[src/hw/rtl/mtp3rt_pkg.sv]
package mtp3rt_pkg;

  // Table size and point code width
  localparam int unsigned RULE_COUNT      = 16;
  localparam int unsigned POINT_CODE_BITS = 24;

  // Fixed field widths of the channels
  localparam int unsigned OPCODE_W   = 2;
  localparam int unsigned MASK_W     = 3;
  localparam int unsigned FIELD_PC_W = 24;
  localparam int unsigned SVC_W      = 8;
  localparam int unsigned RULES_W    = 5;

  // Point codes keep their low POINT_CODE_BITS bits, never more than the field
  localparam int unsigned PC_W  = (POINT_CODE_BITS < FIELD_PC_W) ? POINT_CODE_BITS : FIELD_PC_W;
  localparam int unsigned IDX_W = (RULE_COUNT > 1) ? $clog2(RULE_COUNT) : 1;
  localparam int unsigned CNT_W = $clog2(RULE_COUNT + 1);

  // Opcodes
  localparam logic [OPCODE_W-1:0] OP_CLASSIFY = 2'd0;
  localparam logic [OPCODE_W-1:0] OP_APPEND   = 2'd1;
  localparam logic [OPCODE_W-1:0] OP_CLEAR    = 2'd2;

  // Compare enable bits of a rule
  localparam int unsigned CMP_ORIGIN_BIT  = 0;
  localparam int unsigned CMP_DEST_BIT    = 1;
  localparam int unsigned CMP_SERVICE_BIT = 2;

  typedef struct packed {
    logic [OPCODE_W-1:0]   opcode;
    logic [MASK_W-1:0]     compare_mask;
    logic [FIELD_PC_W-1:0] origin_point;
    logic [FIELD_PC_W-1:0] destination_point;
    logic [SVC_W-1:0]      service_info;
  } item_t;

  typedef struct packed {
    logic               matched;
    logic               status;
    logic [RULES_W-1:0] rules_in_table;
  } result_t;

  // Controller to datapath
  typedef struct packed {
    logic capture;    // latch the accepted transaction, restart the scan
    logic scan_step;  // read one rule, advance the scan index
    logic finish;     // apply the item and load the result register
  } cmd_t;

  // Datapath to controller
  typedef struct packed {
    logic scan_needed;  // incoming transaction is a classify on a non-empty table
    logic scan_last;    // scan index sits on the last held rule
    logic out_free;     // result register can take a new result
  } sts_t;

endpackage

[src/hw/rtl/mtp3rt_if.sv]
interface mtp3rt_item_if;
  logic                                valid;
  logic                                ready;
  logic [mtp3rt_pkg::OPCODE_W-1:0]     opcode;
  logic [mtp3rt_pkg::MASK_W-1:0]       compare_mask;
  logic [mtp3rt_pkg::FIELD_PC_W-1:0]   origin_point;
  logic [mtp3rt_pkg::FIELD_PC_W-1:0]   destination_point;
  logic [mtp3rt_pkg::SVC_W-1:0]        service_info;

  modport source (
    output valid, opcode, compare_mask, origin_point, destination_point, service_info,
    input  ready
  );
  modport sink (
    input  valid, opcode, compare_mask, origin_point, destination_point, service_info,
    output ready
  );
endinterface

interface mtp3rt_result_if;
  logic                             valid;
  logic                             ready;
  logic                             matched;
  logic                             status;
  logic [mtp3rt_pkg::RULES_W-1:0]   rules_in_table;

  modport source (
    output valid, matched, status, rules_in_table,
    input  ready
  );
  modport sink (
    input  valid, matched, status, rules_in_table,
    output ready
  );
endinterface

[src/hw/rtl/mtp3rt_datapath.sv]
module mtp3rt_datapath (
  input  logic                clk,
  input  logic                rst,
  input  mtp3rt_pkg::item_t   item_data,
  input  mtp3rt_pkg::cmd_t    cmd,
  output mtp3rt_pkg::sts_t    sts,
  output logic                result_valid,
  input  logic                result_ready,
  output mtp3rt_pkg::result_t result_data
);

  typedef struct packed {
    logic [mtp3rt_pkg::MASK_W-1:0] mask;
    logic [mtp3rt_pkg::PC_W-1:0]   origin;
    logic [mtp3rt_pkg::PC_W-1:0]   dest;
    logic [mtp3rt_pkg::SVC_W-1:0]  service;
  } rule_t;

  function automatic logic rule_hit(
    input rule_t                          r,
    input logic [mtp3rt_pkg::PC_W-1:0]    org,
    input logic [mtp3rt_pkg::PC_W-1:0]    dst,
    input logic [mtp3rt_pkg::SVC_W-1:0]   svc
  );
    logic org_ok;
    logic dst_ok;
    logic svc_ok;
    org_ok = !r.mask[mtp3rt_pkg::CMP_ORIGIN_BIT]  || (r.origin == org);
    dst_ok = !r.mask[mtp3rt_pkg::CMP_DEST_BIT]    || (r.dest == dst);
    svc_ok = !r.mask[mtp3rt_pkg::CMP_SERVICE_BIT] || (r.service == svc);
    return org_ok && dst_ok && svc_ok;
  endfunction

  rule_t                              mem [mtp3rt_pkg::RULE_COUNT];
  rule_t                              rd_data;
  rule_t                              new_rule;
  logic                               rd_pend;
  logic                               match_acc;
  mtp3rt_pkg::item_t                  cur;
  logic [mtp3rt_pkg::CNT_W-1:0]       total;
  logic [mtp3rt_pkg::CNT_W-1:0]       total_next;
  logic [mtp3rt_pkg::IDX_W-1:0]       scan_idx;
  logic                               full;
  logic                               wr_en;
  logic                               is_classify;
  logic                               is_append;
  logic                               is_clear;

  assign full        = (total == mtp3rt_pkg::CNT_W'(mtp3rt_pkg::RULE_COUNT));
  assign is_classify = (cur.opcode == mtp3rt_pkg::OP_CLASSIFY);
  assign is_append   = (cur.opcode == mtp3rt_pkg::OP_APPEND);
  assign is_clear    = (cur.opcode == mtp3rt_pkg::OP_CLEAR);
  assign wr_en       = cmd.finish && is_append && !full;

  assign new_rule.mask    = cur.compare_mask;
  assign new_rule.origin  = cur.origin_point[mtp3rt_pkg::PC_W-1:0];
  assign new_rule.dest    = cur.destination_point[mtp3rt_pkg::PC_W-1:0];
  assign new_rule.service = cur.service_info;

  always_comb begin
    total_next = total;
    if (wr_en) begin
      total_next = total + mtp3rt_pkg::CNT_W'(1);
    end else if (is_clear) begin
      total_next = '0;
    end
  end

  assign sts.scan_needed = (item_data.opcode == mtp3rt_pkg::OP_CLASSIFY) && (total != '0);
  assign sts.scan_last   = (mtp3rt_pkg::CNT_W'(scan_idx) == (total - mtp3rt_pkg::CNT_W'(1)));
  assign sts.out_free    = !result_valid || result_ready;

  // Rule memory: one write port, one registered read port
  always_ff @(posedge clk) begin
    if (wr_en) begin
      mem[total[mtp3rt_pkg::IDX_W-1:0]] <= new_rule;
    end
    if (cmd.scan_step) begin
      rd_data <= mem[scan_idx];
    end
  end

  always_ff @(posedge clk) begin
    if (cmd.capture) begin
      cur <= item_data;
    end
    if (cmd.finish) begin
      result_data.matched        <= is_classify && match_acc;
      result_data.status         <= is_append && full;
      result_data.rules_in_table <= mtp3rt_pkg::RULES_W'(total_next);
    end
  end

  always_ff @(posedge clk) begin
    if (rst) begin
      total        <= '0;
      scan_idx     <= '0;
      rd_pend      <= 1'b0;
      match_acc    <= 1'b0;
      result_valid <= 1'b0;
    end else begin
      rd_pend <= cmd.scan_step;
      if (cmd.capture) begin
        scan_idx  <= '0;
        match_acc <= 1'b0;
      end else begin
        if (cmd.scan_step) begin
          scan_idx <= scan_idx + mtp3rt_pkg::IDX_W'(1);
        end
        if (rd_pend && rule_hit(rd_data, cur.origin_point[mtp3rt_pkg::PC_W-1:0],
                                cur.destination_point[mtp3rt_pkg::PC_W-1:0],
                                cur.service_info)) begin
          match_acc <= 1'b1;
        end
      end
      if (cmd.finish) begin
        total        <= total_next;
        result_valid <= 1'b1;
      end else if (result_ready) begin
        result_valid <= 1'b0;
      end
    end
  end

endmodule

[src/hw/rtl/mtp3rt_ctrl.sv]
module mtp3rt_ctrl (
  input  logic             clk,
  input  logic             rst,
  input  logic             item_valid,
  output logic             item_ready,
  input  mtp3rt_pkg::sts_t sts,
  output mtp3rt_pkg::cmd_t cmd
);

  typedef enum logic [3:0] {
    ST_IDLE   = 4'b0001,
    ST_SCAN   = 4'b0010,
    ST_FLUSH  = 4'b0100,
    ST_REPORT = 4'b1000
  } state_t;

  state_t state;
  state_t state_next;

  always_comb begin
    state_next    = state;
    item_ready    = 1'b0;
    cmd.capture   = 1'b0;
    cmd.scan_step = 1'b0;
    cmd.finish    = 1'b0;
    unique case (state)
      ST_IDLE: begin
        // hold off the input while reset is applied
        item_ready = !rst;
        if (item_valid && !rst) begin
          cmd.capture = 1'b1;
          state_next  = sts.scan_needed ? ST_SCAN : ST_REPORT;
        end
      end
      ST_SCAN: begin
        cmd.scan_step = 1'b1;
        if (sts.scan_last) begin
          state_next = ST_FLUSH;
        end
      end
      ST_FLUSH: begin
        // last read compares this cycle
        state_next = ST_REPORT;
      end
      ST_REPORT: begin
        if (sts.out_free) begin
          cmd.finish = 1'b1;
          state_next = ST_IDLE;
        end
      end
      default: begin
        state_next = ST_IDLE;
      end
    endcase
  end

  always_ff @(posedge clk) begin
    if (rst) begin
      state <= ST_IDLE;
    end else begin
      state <= state_next;
    end
  end

endmodule

[src/hw/rtl/mtp3_rule_table_classifier_unit.sv]
// Sequence: a classify on a non-empty table scans the held rules, lets the last
//   read compare, then reports; append, clear and an empty-table classify report
//   directly. A new transaction is taken once the last is in the result register.
// Throughput: one rule read per cycle from the single read port of the rule memory.
// Reset (rst, synchronous, active high): empties the table and the result register;
//   rule memory contents are left as they are and only held rules are ever read.
module mtp3_rule_table_classifier_unit (
  input  logic                   clk,
  input  logic                   rst,
  mtp3rt_item_if.sink            item,
  mtp3rt_result_if.source        result
);

  mtp3rt_pkg::cmd_t    cmd;
  mtp3rt_pkg::sts_t    sts;
  mtp3rt_pkg::item_t   item_data;
  mtp3rt_pkg::result_t result_data;
  logic                item_ready;
  logic                result_valid;

  // Gather the incoming transaction payload
  assign item_data.opcode            = item.opcode;
  assign item_data.compare_mask      = item.compare_mask;
  assign item_data.origin_point      = item.origin_point;
  assign item_data.destination_point = item.destination_point;
  assign item_data.service_info      = item.service_info;

  // Controller sequences one transaction at a time: accept, scan the held rules,
  // let the last read compare, then report into the result register.
  mtp3rt_ctrl u_ctrl (
    .clk        (clk),
    .rst        (rst),
    .item_valid (item.valid),
    .item_ready (item_ready),
    .sts        (sts),
    .cmd        (cmd)
  );

  // Datapath holds the rule memory, rule count, scan index, match accumulator
  // and the result register that parts the input side from the output side.
  mtp3rt_datapath u_datapath (
    .clk          (clk),
    .rst          (rst),
    .item_data    (item_data),
    .cmd          (cmd),
    .sts          (sts),
    .result_valid (result_valid),
    .result_ready (result.ready),
    .result_data  (result_data)
  );

  assign item.ready            = item_ready;
  assign result.valid          = result_valid;
  assign result.matched        = result_data.matched;
  assign result.status         = result_data.status;
  assign result.rules_in_table = result_data.rules_in_table;

  // A new result appears only where the controller finished an item
  a_result_from_finish: assert property (@(posedge clk) disable iff (rst)
    $rose(result.valid) |-> $past(cmd.finish))
    else $error("result raised without a finished item");

  // Never take a new transaction while the scan is reading rules
  a_no_accept_in_scan: assert property (@(posedge clk) disable iff (rst)
    !(item_ready && cmd.scan_step))
    else $error("input ready during rule scan");

  // Items that need no scan go straight to report
  a_no_scan_when_unneeded: assert property (@(posedge clk) disable iff (rst)
    (item.valid && item_ready && !sts.scan_needed) |=> !cmd.scan_step)
    else $error("rule scan started for an item that needs none");

  // Finish only when the result register can take the result
  a_finish_needs_room: assert property (@(posedge clk) disable iff (rst)
    cmd.finish |-> sts.out_free)
    else $error("result overwritten before it was taken");

endmodule

[src/flat_wrapper.sv]
// flat-port wrapper written by rule: the top's interface ports become plain ports
module mtp3_rule_table_classifier_unit_flat 
  (clk, rst, item_valid, item_opcode, item_compare_mask, item_origin_point, item_destination_point, item_service_info, item_ready, result_valid, result_matched, result_status, result_rules_in_table, result_ready);
  mtp3rt_item_if item_i ();
  mtp3rt_result_if result_i ();
  input  logic clk;
  input  logic rst;
  input wire logic [$bits(item_i.valid)-1:0] item_valid;
  input wire logic [$bits(item_i.opcode)-1:0] item_opcode;
  input wire logic [$bits(item_i.compare_mask)-1:0] item_compare_mask;
  input wire logic [$bits(item_i.origin_point)-1:0] item_origin_point;
  input wire logic [$bits(item_i.destination_point)-1:0] item_destination_point;
  input wire logic [$bits(item_i.service_info)-1:0] item_service_info;
  output wire logic [$bits(item_i.ready)-1:0] item_ready;
  output wire logic [$bits(result_i.valid)-1:0] result_valid;
  output wire logic [$bits(result_i.matched)-1:0] result_matched;
  output wire logic [$bits(result_i.status)-1:0] result_status;
  output wire logic [$bits(result_i.rules_in_table)-1:0] result_rules_in_table;
  input wire logic [$bits(result_i.ready)-1:0] result_ready;
  assign item_i.valid = item_valid;
  assign item_i.opcode = item_opcode;
  assign item_i.compare_mask = item_compare_mask;
  assign item_i.origin_point = item_origin_point;
  assign item_i.destination_point = item_destination_point;
  assign item_i.service_info = item_service_info;
  assign item_ready = item_i.ready;
  assign result_valid = result_i.valid;
  assign result_matched = result_i.matched;
  assign result_status = result_i.status;
  assign result_rules_in_table = result_i.rules_in_table;
  assign result_i.ready = result_ready;
  mtp3_rule_table_classifier_unit u_core (.clk(clk), .rst(rst), .item(item_i), .result(result_i));
endmodule
[config.mk]
export PLATFORM = sky130hd
export DESIGN_NAME = mtp3_rule_table_classifier_unit_flat
export DESIGN_NICKNAME = d
export VERILOG_FILES = /design/src/hw/rtl/mtp3rt_pkg.sv /design/src/hw/rtl/mtp3rt_if.sv /design/src/hw/rtl/mtp3rt_datapath.sv /design/src/hw/rtl/mtp3rt_ctrl.sv /design/src/hw/rtl/mtp3_rule_table_classifier_unit.sv /design/src/flat_wrapper.sv
export SDC_FILE = /design/constraint.sdc
export NUM_CORES = 1
export LEC_CHECK = 0
export ABC_AREA = 1
export BUFFER_PORTS_ARGS = -buffer_cell sky130_fd_sc_hd__buf_2
export CAP_MARGIN = 25
export CORE_MARGIN = 2
export CORE_UTILIZATION = 35
export DETAILED_ROUTE_END_ITERATION = 10
export HOLD_SLACK_MARGIN = 0.1
export PLACE_DENSITY = 0.51
export SETUP_SLACK_MARGIN = 0.02
export SYNTH_ARGS = -nofsm -noshare
export SYNTH_HDL_FRONTEND = slang
export SYNTH_SLANG_ARGS = --single-unit
export TNS_END_PERCENT = 50
[constraint.sdc]
create_clock -name clk -period 6.61 [get_ports clk]
set_clock_uncertainty 0.1 [all_clocks]
set_input_delay 0.3305 -clock clk [delete_from_list [all_inputs] [get_ports clk]]
set_output_delay 0.3305 -clock clk [all_outputs]
set_load 0.02 [all_outputs]
Word-level counts from Yosys, hierarchy flattened
Memories as Yosys holds them, arrays and structs flattened. A register that Yosys moved wholly into a read port is not among the register bits. Index checks and enable logic that the tools add are counted. Widths: inputs -> output; s select.

Bitwise gates (word level): 0. Multipliers: 0. Muxes and demuxes: 17. Div/mod/pow operators: 0. Equal/unequal tests: 14. Shift-type cells: 0. Add/subtract/negate cells: 3. Reductions and logical operators: 25. Magnitude comparators: 0.

Operators by type and width (number): $eq 24x24->1 (2); $mux 4 (4); $pmux 4 s4 (1); $mux 1 (10); $mux 5 (2); $logic_and 1x1->1 (9); $eq 8x8->1 (1); $logic_not 1->1 (6); $add 5x1->5 const B (1); $eq 4x5->1 (1); $eq 5x5->1 const B (1); $reduce_bool 5->1 (1); $sub 5x1->5 const B (1); $add 4x1->4 const B (1); $eq 4x1->1 const B (1); $eq 4x2->1 const B (1); $eq 4x3->1 const B (1); $eq 4x4->1 const B (1); $logic_not 2->1 (2); $logic_or 1x1->1 (4); $ne 2x1->1 const B (2); $reduce_and 3->1 (1); $eq 2x1->1 const B (1); $eq 2x2->1 const B (1); other kinds (3) (3).

Bits in read-only memories: 0. Output and inout bits: 9. Bits of input ports: 65. Memories kept: 1. Register bits: 84. Bits in latches: 0. Memory bits (writable): 944. Word-level logic and storage cells: 74.

Memory list: u_core.u_datapath.mem (words 16, width 59, read ports 1, clocked after memory_dff 1, write ports 1, line mtp3rt_datapath.sv:34) `rule_t mem [mtp3rt_pkg::RULE_COUNT];`.

Logic depth before layout (Yosys ltp)
Depth after elaboration: 8. Mapped depth: 11. Depth with buffers taken out: 11.

Modules after synthesis
Synthesis repeated with hierarchy kept, for this count alone.

Cell total of the unflattened synthesis: 3022. Area total of the unflattened synthesis: 43726.9 um^2.

By module, submodules not included: mtp3rt_datapath (instances 1, area each 43456.7 um^2, sequential area each 32401.1 um^2, cells each 2977); mtp3rt_ctrl (instances 1, area each 270.3 um^2, sequential area each 80.1 um^2, cells each 45).

Worst setup path after synthesis
OpenSTA, ideal clock, no wires.

Kind: register to register. Start point: reg u_core.u_ctrl.state[2]. End point: reg u_core.u_datapath.cur[0] (netlist bit) (enable). Setup slack: 1.138 ns. Setup time: 0.555 ns. Path buffers: 0. Stages on the path, launching flop included: 6. Clock period less this slack: 5.472 ns. Arrival time: 4.817 ns. Required time: 5.955 ns. Cells stage by stage: dfxtp_1 inv_1 nand2_1 nor2_1 inv_1 nor3_1.

RTL lines: start: declaration (line mtp3rt_ctrl.sv:17) `state_t state;`; start signal: assignment (line mtp3rt_ctrl.sv:61) `state <= state_next;`; end signal: assignment (line mtp3rt_datapath.sv:85) `cur <= item_data;`; end: declaration (line mtp3rt_datapath.sv:39) `mtp3rt_pkg::item_t cur;`.

Worst setup path in the final report
Start point: reg u_core.u_ctrl.state[0]. End point: mem u_core.u_datapath.mem[9][51] (netlist bit) (enable).

Longest elaborated chain between the ends: 6.

Ends and longest elaborated chain: $eq 4x4->1 (line mtp3rt_ctrl.sv:26) `unique case (state)`; $mux 1 (line mtp3rt_ctrl.sv:26); $logic_and 1x1->1 (2 in series) (line mtp3rt_datapath.sv:53) `assign wr_en = cmd.finish && is_append && !full;`; $mux 1 (line mtp3rt_datapath.sv:75) `if (wr_en) begin`; $mux 1 (implied by the code) (line mtp3rt_datapath.sv:76) `mem[total[mtp3rt_pkg::IDX_W-1:0]] <= new_rule;`; end: declaration (line mtp3rt_datapath.sv:34).

Every way passes these cells.

==> metrics <==
diode count=0; f_max=0.272 GHz; normalized max-slew margin=27.6%; Place WS=2.91 ns; slowest stage delay, CP=0.76 ns; ys async rst share=0%; Startpoint Class=flop; synth warn=0; Layout Nets=3066; Peak VDD IR=0.220 mV; most common cell in the netlist=edfxtp_1; # fillers=11200; # clock sinks=1087; Final Util=40.3%; drt pass-1 iters=5; DIE AREA=125000 um^2; final wirelength=107 mm; via count=24300; sequential share of the synthesized area=76.0%; # rows=128; HPWL Detailed=56.6 mm; CTS tree=built; worst slew pin tran=1.09 ns; Final setup viols=0; syn_area_per_cell=14.9 um^2; ANT nets after route=0; FF+latch count, synth=1087; Worst Setup End Kind=flop; Leak=15.4 nW; Worst EP required=6.83 ns; outcome=completed; deepest clock path buffer count=3; dominant synthesized flop cell=edfxtp_1; root buf cell=clkbuf_16; Cell Pwr Density=308 nW/um^2; Post-Syn Area=42700 um^2; largest net degree at the start of global routing=247; dominant cells by area after synthesis=edfxtp_1 (75%), mux2i_1 (4.2%), nor2_1 (3.9%); height of the die=353 um; I/O pins=74; vias in the first global route=24500; DR vias/cell=5.14; RePlAce Congestion=0.790; CP max-delay cell=buf_4; post-DR wirelength/cell=22.7 um; Tmin final=3.68 ns; number of flops mapped to enable cells by yosys=1071; DRC=0; GRT Total Usage=16.8%; hold slack=0.220 ns; Reg area=32500 um^2; Tcrit/Tclk final=55.6%; RSZ-0062 raised after global routing=false; synthesized net count=2941; clk_lat worst skew=0.72 ns; Initial DRC Count=1935; initial antenna violation count=1; ratio of cells with drive above 1 in the final layout=9.97%; Post-Syn Instances=2870; critical path type=reg2reg; Commonest cells post-synth=edfxtp_1 (1071), nor2_1 (440), o21ai_0 (231), nand2_1 (207); total CTS buffers=114; synth unique cells=34; Pins Over Slew Limit=0; Yosys top cell area share=75.3%; first-pass GRT wire length=158 mm; setup tns final=0 ns; max_cap viols=0; Crit Path Max Fanout=40; placed cells=4437; initial core utilization=35.2%; Final Hold Viols=0; grt total ovfl=0; H-tree Lvls=3; PortBufs=73; Final WS setup=2.93 ns; core area=121000 um^2; critical-path cell list=nor2_1 > nand3_1 > inv_2 > nand2_1 > nor3_2 > nand2_2 > inv_2 > nand2_1 > nor2_4 > buf_4; PostCTS Resize Cnt=0; worst path arrival time=3.90 ns; Worst-path clk slew=0.06 ns; die width=353 um; area grow syn2layout=14.7%; Hold Path Class=in2reg; Synth area leader=edfxtp_1; Layout Cells excl Fill=4715; area of the multi-input gates=8900 um^2
==> kinds of logic after synthesis <==
group | share of synthesized area (%)
muxes | 4.22
xor gates and xnor gates | 0.451
AOI/OAI and AO/OA | 8.88
DFF | 76.0
buffers and inverters | 3.43
and+or+nand+nor | 6.80
adders and majority gates | 0.176
==> path summary, 6_finish.rpt <==
path | start | to | slack (ns) | cells after the start
worst max-delay path | u_core.u_ctrl.state[0]$_SDFFE_PP1P_ | u_core.u_datapath.mem[9][51]$_DFFE_PP_ | 2.93 | 10
worst min-delay path | item_origin_point[15] | u_core.u_datapath.cur[47]$_DFFE_PP_ | 0.22 | 2
worst max register to register | u_core.u_ctrl.state[0]$_SDFFE_PP1P_ | u_core.u_datapath.mem[9][51]$_DFFE_PP_ | 2.93 | 10
worst min register to register | u_core.u_datapath.match_acc$_SDFFE_PP0P_ | u_core.u_datapath.match_acc$_SDFFE_PP0P_ | 0.37 | 2
==> sequential cells by signal, summed over array words and instances, names as in the netlist <==
| signal | flops |
|---|---|
| u_core.u_datapath.total | 5 |
| u_core.u_ctrl.state | 4 |
| u_core.u_datapath.scan_idx | 4 |
| u_core.u_datapath.rd_pend | 1 |
| u_core.u_datapath.result_valid | 1 |
| u_core.u_datapath.cur | 61 |
| u_core.u_datapath.rd_data | 59 |
| u_core.u_datapath.match_acc | 1 |
| u_core.u_datapath.mem | 944 |
| u_core.u_datapath.result_data | 7 |
==> cell type report <==
class	instances	share of cell area, %
well taps	1625	4.15
repair buffers	190	3.13
flip-flops and latches	1087	66.4
multi-input cells	1500	18.2
clock inverters	69	1.32
inverters	102	0.800
clock buffers	142	6.08
==> metal layers <==
layer	routed length [um]	global-route usage, %	part of all wire (%)	vias to the layer above
met2	53600	29.3	50	590
met3	4260	2.41	4.0	161
met4	2880	5.35	2.7	0
li1	-	-	-	11200
met1	46400	21.7	43	12300
met5	0	0	0	-
==> worst max-delay path: cells and delay by family (launching register included) <==
| kind | cells | cell delay [ns] |
|---|---|---|
| AND/OR/NAND/NOR | 7 | 1.82 |
| flip-flops | 1 | 0.35 |
| buffers and inverters | 3 | 0.98 |
==> stage by stage <==
| step | power, mW | instance area (um^2) |
|---|---|---|
| detailed placement | 8.97 | 44600 |
| global placement | 8.94 | 44600 |
| global route | 15.6 | 49000 |
| floorplan | 8.64 | 42700 |
| CTS | 15.3 | 48900 |
| finish | 15.1 | 49000 |
==> what timing repair did <==
action,in CTS,in global routing
endpoints found under the hold margin,72,0
buffers inserted,0,0
hold buffers,65,0
==> cell usage in the layout, fill, tap and decap left out, types with 3 or more instances in the layout <==
| cell | count |
|---|---|
| a21oi_1 | 13 |
| edfxtp_1 | 1071 |
| buf_16 | 5 |
| clkbuf_16 | 115 |
| bufinv_16 | 11 |
| ha_1 | 6 |
| o211ai_1 | 55 |
| inv_6 | 4 |
| o221ai_1 | 180 |
| dfxtp_4 | 4 |
| o21ai_1 | 16 |
| nor3_1 | 4 |
| o21ai_0 | 231 |
| xor2_1 | 14 |
| buf_2 | 73 |
| o32ai_1 | 55 |
| nand3_1 | 81 |
| nand2_1 | 207 |
| clkinv_2 | 18 |
| dlygate4sd3_1 | 65 |
| inv_2 | 3 |
| clkinv_1 | 31 |
| nor2_1 | 424 |
| clkbuf_1 | 27 |
| inv_1 | 97 |
| xnor2_1 | 8 |
| nor2_4 | 16 |
| buf_4 | 45 |
| mux2i_1 | 180 |
| dfxtp_1 | 12 |
==> power by group <==
part,switching [mW],internal [mW]
clock,2.64,3.61
combinational,0.529,0.250
sequential,0.238,7.83
(Power assumes the default switching activity.)
